==> config.mk <==
export PLATFORM = sky130hd
export DESIGN_NAME = kts_div
export DESIGN_NICKNAME = d
export VERILOG_FILES = /design/src/hdl/kts_pkg.sv /design/src/hdl/kts_div.sv
export SDC_FILE = /design/constraint.sdc
export NUM_CORES = 1
export LEC_CHECK = 0
export BUFFER_PORTS_ARGS = -buffer_cell sky130_fd_sc_hd__buf_2
export CAP_MARGIN = 25
export CORE_ASPECT_RATIO = 0.75
export CORE_MARGIN = 3
export CORE_UTILIZATION = 49
export CTS_BUF_LIST = sky130_fd_sc_hd__clkbuf_4
export DETAILED_ROUTE_END_ITERATION = 8
export GPL_TIMING_DRIVEN = 0
export HOLD_SLACK_MARGIN = 0.08
export PLACE_DENSITY = 0.72
export SETUP_SLACK_MARGIN = 0.2
export SLEW_MARGIN = 30
export SYNTH_ARGS = -nofsm -noshare
export SYNTH_HDL_FRONTEND = slang
export SYNTH_SLANG_ARGS = --single-unit
export TNS_END_PERCENT = 100
==> constraint.sdc <==
create_clock -name i_clk -period 6.7 [get_ports i_clk]
set_input_delay 0.335 -clock i_clk [delete_from_list [all_inputs] [get_ports i_clk]]
set_output_delay 0.335 -clock i_clk [all_outputs]
set_load 0.1 [all_outputs]
==> src/hdl/kts_pkg.sv <==
// Shared types, constants and helpers for the keyframe track sampler.
// No dependencies; imported by the divider, the top level and the testbench.
package kts_pkg;

    localparam int MAX_KEYS       = 256;
    localparam int MAX_COMPONENTS = 4;
    localparam int VALUE_DEPTH    = MAX_KEYS * MAX_COMPONENTS * 3;
    localparam int KEY_AW         = $clog2(MAX_KEYS);
    localparam int VAL_AW         = $clog2(VALUE_DEPTH);
    localparam int DIV_W          = 48;   // dividend / quotient width
    localparam int DIV_CW         = $clog2(DIV_W);

    // request opcodes
    typedef enum logic [1:0] {
        OP_KEY_TIME = 2'd0,
        OP_VALUE    = 2'd1,
        OP_SAMPLE   = 2'd2,
        OP_NOP      = 2'd3
    } t_op;

    // interpolation modes
    localparam logic [1:0] MODE_STEP   = 2'd0;
    localparam logic [1:0] MODE_LINEAR = 2'd1;
    localparam logic [1:0] MODE_CUBIC  = 2'd2;

    // config register indexes
    localparam logic [1:0] CFG_COMPONENTS = 2'd0;
    localparam logic [1:0] CFG_KEY_COUNT  = 2'd1;
    localparam logic [1:0] CFG_INTERP     = 2'd2;
    localparam logic [1:0] CFG_LOOP_LEN   = 2'd3;

    localparam logic [16:0] ONE_Q16 = 17'd65536;

    typedef logic signed [32:0] t_mop;   // multiplier operand
    typedef logic signed [65:0] t_prod;  // multiplier product

    typedef enum logic [4:0] {
        S_IDLE, S_MOD, S_MODW, S_RDF, S_RDL, S_CLMP, S_CUR, S_WRD, S_WCMP,
        S_PRV, S_NXT, S_TQ, S_DIVS, S_DIVW, S_T2, S_T2R, S_T3, S_T3R, S_H,
        S_R0, S_R1, S_R2, S_R3, S_R4, S_MUL, S_RND, S_EMIT
    } t_state;

    function automatic t_mop mop_u32(input logic [31:0] x);
        return {1'b0, x};
    endfunction

    function automatic t_mop mop_s32(input logic [31:0] x);
        return {x[31], x};
    endfunction

    function automatic t_mop mop_u17(input logic [16:0] x);
        return {16'd0, x};
    endfunction

    function automatic t_mop mop_s20(input logic [19:0] x);
        return {{13{x[19]}}, x};
    endfunction

    // Q32 -> Q16, round to nearest (ties up), saturate to signed 32 bits
    function automatic logic [31:0] sat_round(input t_prod x);
        t_prod y;
        y = (x + 66'sd32768) >>> 16;
        if (y > 66'sd2147483647)
            return 32'h7FFF_FFFF;
        else if (y < -66'sd2147483648)
            return 32'h8000_0000;
        else
            return y[31:0];
    endfunction

endpackage

==> src/hdl/kts_div.sv <==
// Restoring unsigned divider, one quotient bit per cycle.
// Depends on kts_pkg for widths.
module kts_div import kts_pkg::*; (
    input  logic             i_clk,
    input  logic             i_rst_n,
    input  logic             i_start,
    input  logic [DIV_W-1:0] i_dividend,
    input  logic [31:0]      i_divisor,
    output logic             o_done,
    output logic [DIV_W-1:0] o_quotient,
    output logic [31:0]      o_remainder
);

    logic              r_busy;
    logic              r_done;
    logic [DIV_CW-1:0] r_cnt;
    logic [DIV_W-1:0]  r_quo;
    logic [31:0]       r_rem;
    logic [31:0]       r_div;

    logic [32:0] rem_sh;
    logic        fits;
    logic [32:0] rem_nx;

    assign rem_sh = {r_rem, r_quo[DIV_W-1]};
    assign fits   = rem_sh >= {1'b0, r_div};
    assign rem_nx = fits ? rem_sh - {1'b0, r_div} : rem_sh;

    always_ff @(posedge i_clk) begin
        if (!i_rst_n) begin
            r_busy <= 1'b0;
            r_done <= 1'b0;
            r_cnt  <= '0;
        end else begin
            r_done <= 1'b0;
            if (i_start) begin
                r_busy <= 1'b1;
                r_cnt  <= DIV_CW'(DIV_W - 1);
            end else if (r_busy) begin
                r_cnt <= r_cnt - 1'b1;
                if (r_cnt == '0) begin
                    r_busy <= 1'b0;
                    r_done <= 1'b1;
                end
            end
        end
    end

    always_ff @(posedge i_clk) begin
        if (i_start) begin
            r_quo <= i_dividend;
            r_rem <= '0;
            r_div <= i_divisor;
        end else if (r_busy) begin
            r_quo <= {r_quo[DIV_W-2:0], fits};
            r_rem <= rem_nx[31:0];
        end
    end

    assign o_done      = r_done;
    assign o_quotient  = r_quo;
    assign o_remainder = r_rem;

endmodule

== Yosys cells after proc, flatten, opt, wreduce, memory -nomap -nowiden ==
Cells that the tools add are included.
Storage, ports and cells
  flip-flop bits (word level): 120
  word-level logic and storage cells: 25
Operators by class
  add/sub/neg operators: 2
  $lt $le $gt $ge: 1
  muxes and demuxes: 9
  bitwise operators: 2
  reduce and logical (&&, ||, !) cells: 4
Operators by type and width (count)
  48-bit 2-to-1 mux: 2
  33-bit by 32-bit >= comparator with 1-bit output: 1
  32-bit 2-to-1 mux: 1
  32-bit subtractor: 1
  6-bit 2-to-1 mux: 2
  6-bit logical NOT: 1
  6-bit by 1-bit subtractor with 6-bit output, second input constant: 1
  1-bit 2-to-1 mux: 4
  3-bit OR reduction: 1
  1-bit inverter: 2
  2-bit nonzero test: 1
  2-bit OR reduction: 1

== Depth between registers and ports, before layout ==
  depth in word-level cells: 4
  mapped depth: 14

== Worst setup path before layout ==
No wires, ideal clock.
  kind: register to register
  start: register r_quo[47], in the netlist o_quotient[47]
  end: register r_rem[30], in the netlist o_remainder[30]
  library setup time: 134 ps
  arrival time: 3136 ps
  slack: 3430 ps
  cell stages (with the launch flop): 13
  path buffers: 0
  period minus slack after synthesis: 3270 ps
  cells stage by stage: edfxtp_1 -> inv_1 -> ha_1 -> fa_1 -> nor2b_1 -> nor2_1 -> o21ai_2 -> a31oi_1 -> a31oi_1 -> a221oi_2 -> o31ai_1 -> mux2i_1 -> a211oi_1
Between the ends
  longest elaborated chain between the ends: 2
  elaborated cells between the ends (all ways): 3
  classes of those cells: add/sub (1); order compare (1); mux (1)
Ends and longest elaborated chain
  from (decl): line kts_div.sv:17  | logic [DIV_W-1:0] r_quo;
  from (signal assigned): line kts_div.sv:51  | r_quo <= i_dividend;
  from (signal assigned): line kts_div.sv:55  | r_quo <= {r_quo[DIV_W-2:0], fits};
  32-bit subtractor or 33-bit by 32-bit >= comparator with 1-bit output (tied branches): line kts_div.sv:27, kts_div.sv:26
  32-bit 2-to-1 mux (*): line kts_div.sv:27  | assign rem_nx = fits ? rem_sh - {1'b0, r_div} : rem_sh;
  to (signal assigned): line kts_div.sv:56  | r_rem <= rem_nx[31:0];
  to (decl): line kts_div.sv:18  | logic [31:0] r_rem;
Mark *: on every way between the ends. The rest lies on a longest branch, timed or not.
A chain may end at the register's enable or synchronous reset.

== Worst setup path in the final report ==
Ends and elaborated chain as after synthesis.

==> results.json <==
{
  "syn2layout_area_growth_pct": 28.2,
  "synth_cells": 599,
  "syn_avg_cell_area_um2": 10.7,
  "holdPathStages": 2,
  "min_period_ps": 3430,
  "synth.cell_area_um2": 6420,
  "core.rowCount": 35,
  "post-route-drc-count": 0,
  "drive_gt1_share_pct": 31.3,
  "power.switching_mw": 0.933,
  "synth_edf_count": 80,
  "maxSlewViolCount": 0,
  "place_area_um2": 7470,
  "synth_top_family_by_area": "compound AO/OA/AOI/OAI gates",
  "setup_violations": 0,
  "grt_pass1_vias": 5216,
  "io_pins": 164,
  "cts_tree": "built",
  "drv_cap": 0,
  "vias_per_cell": 5.41,
  "synth_xor_area_share_pct": 3.82,
  "crit_required_ps": 7070,
  "drt-pass1-iter-count": 5,
  "htreeDepth": 4,
  "cts_buffer_depth": 2,
  "hold_viol": 0,
  "slew_headroom_pct": 45.5,
  "crit_type": "register to register",
  "crit_arrival_ps": 3800,
  "synth_compound_area_share_pct": 14.7,
  "grt_max_degree": 34,
  "synthMuxAreaShare_pct": 10.4,
  "crit_path_start_kind": "register",
  "synthFlopType": "edfxtp_1",
  "yosysMostFrequentCell": "edfxtp_1",
  "use_met1_pct": 31.8,
  "r2r-start": "o_quotient[47]",
  "grt_busiest_layer": "met2",
  "post-place-ws_ps": 3480,
  "worst_pin_slew_ps": 818,
  "max_freq_mhz": 292,
  "yosys.cell_types.count": 54,
  "cts_setup_buffers": 0,
  "nFillCells": 1057,
  "cp_common_cell": "a31oi_1",
  "overflow": 0,
  "dr.first_iter.drc_count": 492,
  "syn_nets": 717,
  "clkPwrFrac_pct": 24.5,
  "route.vias.total": 5449,
  "wirelength_um": 17100,
  "p_int_mw": 1.35,
  "p_per_area_nw_per_um2": 277,
  "ys_seq_area_share_pct": 49.9,
  "synth_common_cells": "edfxtp_1, nor2_1, mux2_2, inv_1, a21oi_1",
  "r2r_slack_ps": 3270,
  "die_area_um2": 14500,
  "ys_seq_elements": 120,
  "synth_top_area_share_pct": 37.4,
  "num-nets-final": 945,
  "ys_warn_count": 0,
  "combPwrFrac_pct": 35.7,
  "numCtsBuffers": 17,
  "holdCritStartpoint": "i_dividend[17]",
  "drtAntennaViolNets": 0,
  "portBuffers": 163,
  "synth.largest_area_cell": "edfxtp_1",
  "grt_pass1_wl_um": 26700,
  "path_cells": "inv_1 -> ha_1 -> fa_1 -> nor2b_1 -> nor2_1 -> o21ai_2 -> a31oi_1 -> a31oi_1 -> a221oi_2 -> o31ai_1 -> mux2i_1 -> a211oi_1",
  "core_um2": 12500,
  "outcome": "complete, no violations",
  "grt_use_met3_pct": 5.17,
  "critPathMaxStageDelay_ps": 560,
  "clk_pin_slew_ps": 120,
  "grt.total_usage_pct": 23.0,
  "dp_hpwl_um": 12400,
  "slowest_stage": "a31oi_1",
  "post-route-period-util_pct": 51.2,
  "rsz0062_at_grt": "no",
  "clk_latency_ps": 530,
  "synthAdderAreaFrac_pct": 6.93,
  "reg2reg_to": "o_remainder[30]",
  "r2r_cells": 12,
  "routedWlPerCell_um": 17.0,
  "worst_slack_ps": 3270,
  "tns_ps": 0,
  "antenna_found_initial": 1,
  "path_max_fanout": 4,
  "synth-simple-area-share_pct": 9.60,
  "cts_sinks": 120,
  "p_leak_nw": 3.64,
  "netSwitchingFraction_pct": 40.9,
  "grtUsageMet2_pct": 35.1,
  "async_reset_ff_share_pct": 0,
  "seq_power_share_pct": 39.8,
  "vdd_drop_max_mv": 0.189,
  "yosys-top-cells-area": "edfxtp_1, dfxtp_1, mux2_2",
  "endpoint_kind": "register",
  "root_buffer": "clkbuf_4",
  "gp_congestion": 0.930,
  "holdCritPathClass": "input port to register",
  "die_y_um": 105,
  "chipWidth_um": 138,
  "finClkSkew_ps": 24.2,
  "initial_core_util_pct": 51.3,
  "min_to": "o_quotient[17]",
  "finalInstanceArea_um2": 8240
}
## cell type report
cell class | count | area [µm²] | share of cell area [%]
multi-input combinational | 408 | 2920 | 35.5
clock buffer | 18 | 135 | 1.64
buffer | 26 | 128 | 1.55
inverter | 45 | 169 | 2.05
clock inverter | 14 | 174 | 2.11
tap | 166 | 208 | 2.52
sequential | 120 | 3200 | 38.9
timing repair buffer | 209 | 1290 | 15.7
antenna | 1 | 2.50 | 0.0304
## worst max-delay path by stage
stage,start,end,slack (ps),cells past startpoint
after floorplan,o_quotient[47],o_remainder[30],3430,12
after global placement,i_start,o_quotient[10],3120,5
after detailed placement,o_quotient[47],o_remainder[30],3480,12
after CTS,o_quotient[47],o_remainder[30],3430,12
after global routing,o_quotient[47],o_remainder[30],3090,12
final,o_quotient[47],o_remainder[30],3270,12
## cells by family after synthesis
logic type / count (synthesis)
buffers and inverters: 71
AO/OA/AOI/OAI: 144
AND/OR/NAND/NOR: 140
adder cells (fa/ha/maj): 35
multiplexers: 61
XOR/XNOR: 28
flip-flops: 120
## power groups by stage
stage          logic, mW  registers [mW]  clock network, mW
6_report           0.815           0.908              0.558
3_5_place_dp       0.785           0.924                  0
2_1_floorplan      0.289            1.26                  0
4_1_cts            0.805           0.907              0.571
5_1_grt            0.860           0.917              0.605
3_3_place_gp       0.772           0.921                  0
## layout by cell type, fill, tap and decap left out, drive strengths merged, types with 5 or more instances in the layout
cell type,synthesis,routed
a211oi,20,20
edfxtp,80,80
dlygate4sd3,0,45
nand4,7,7
clkinv,0,5
ha,34,34
nand2,37,37
a21o,7,7
nor2b,6,6
a31oi,7,7
buf,8,172
mux2i,13,13
clkbuf,18,36
dfxtp,40,40
xor2,17,17
o21ai,27,27
o21a,5,5
a32oi,5,5
nor2,63,63
mux2,48,48
xnor2,11,11
inv,45,47
nor3,8,8
a21oi,47,47
## critical path, delay by kind of cell, from the launching register on
family                   cells  cell delay, ps
buffers and inverters        1              70
adder cells (fa/ha/maj)      2             620
multiplexers                 1             230
AO/OA/AOI/OAI                6            1670
AND/OR/NAND/NOR              2             250
flip-flops                   1             440
## timing repair
action	CTS	global route
endpoints found under the hold margin	38	7
hold buffers	38	7
gates resized for setup	0	0
## metrics by stage
stage | total power, mW | cells | util, % | hold WS (ps)
4_1_cts | 2.28 | 999 | 65.2 | 80.1
3_3_place_gp | 1.69 | 928 | 59.5 | 493
6_report | 2.28 | 1007 | 65.8 | 116
5_1_grt | 2.38 | 1007 | 65.8 | 80.5
2_1_floorplan | 1.55 | 599 | - | 434
3_5_place_dp | 1.71 | 929 | 59.7 | 501
## registers in the layout, indices dropped and copies added (netlist names)
name and cells:
r_div 32, r_busy 1, r_cnt 6, o_remainder 32, o_done 1, o_quotient 48
## metal layers
metal | share of wire (%) | up-vias
met1 | 45 | 2534
met4 | 2.5 | 0
met3 | 7.7 | 34
met2 | 45 | 244
met5 | 0 | -
li1 | - | 2637
(Power assumes the default switching activity.)
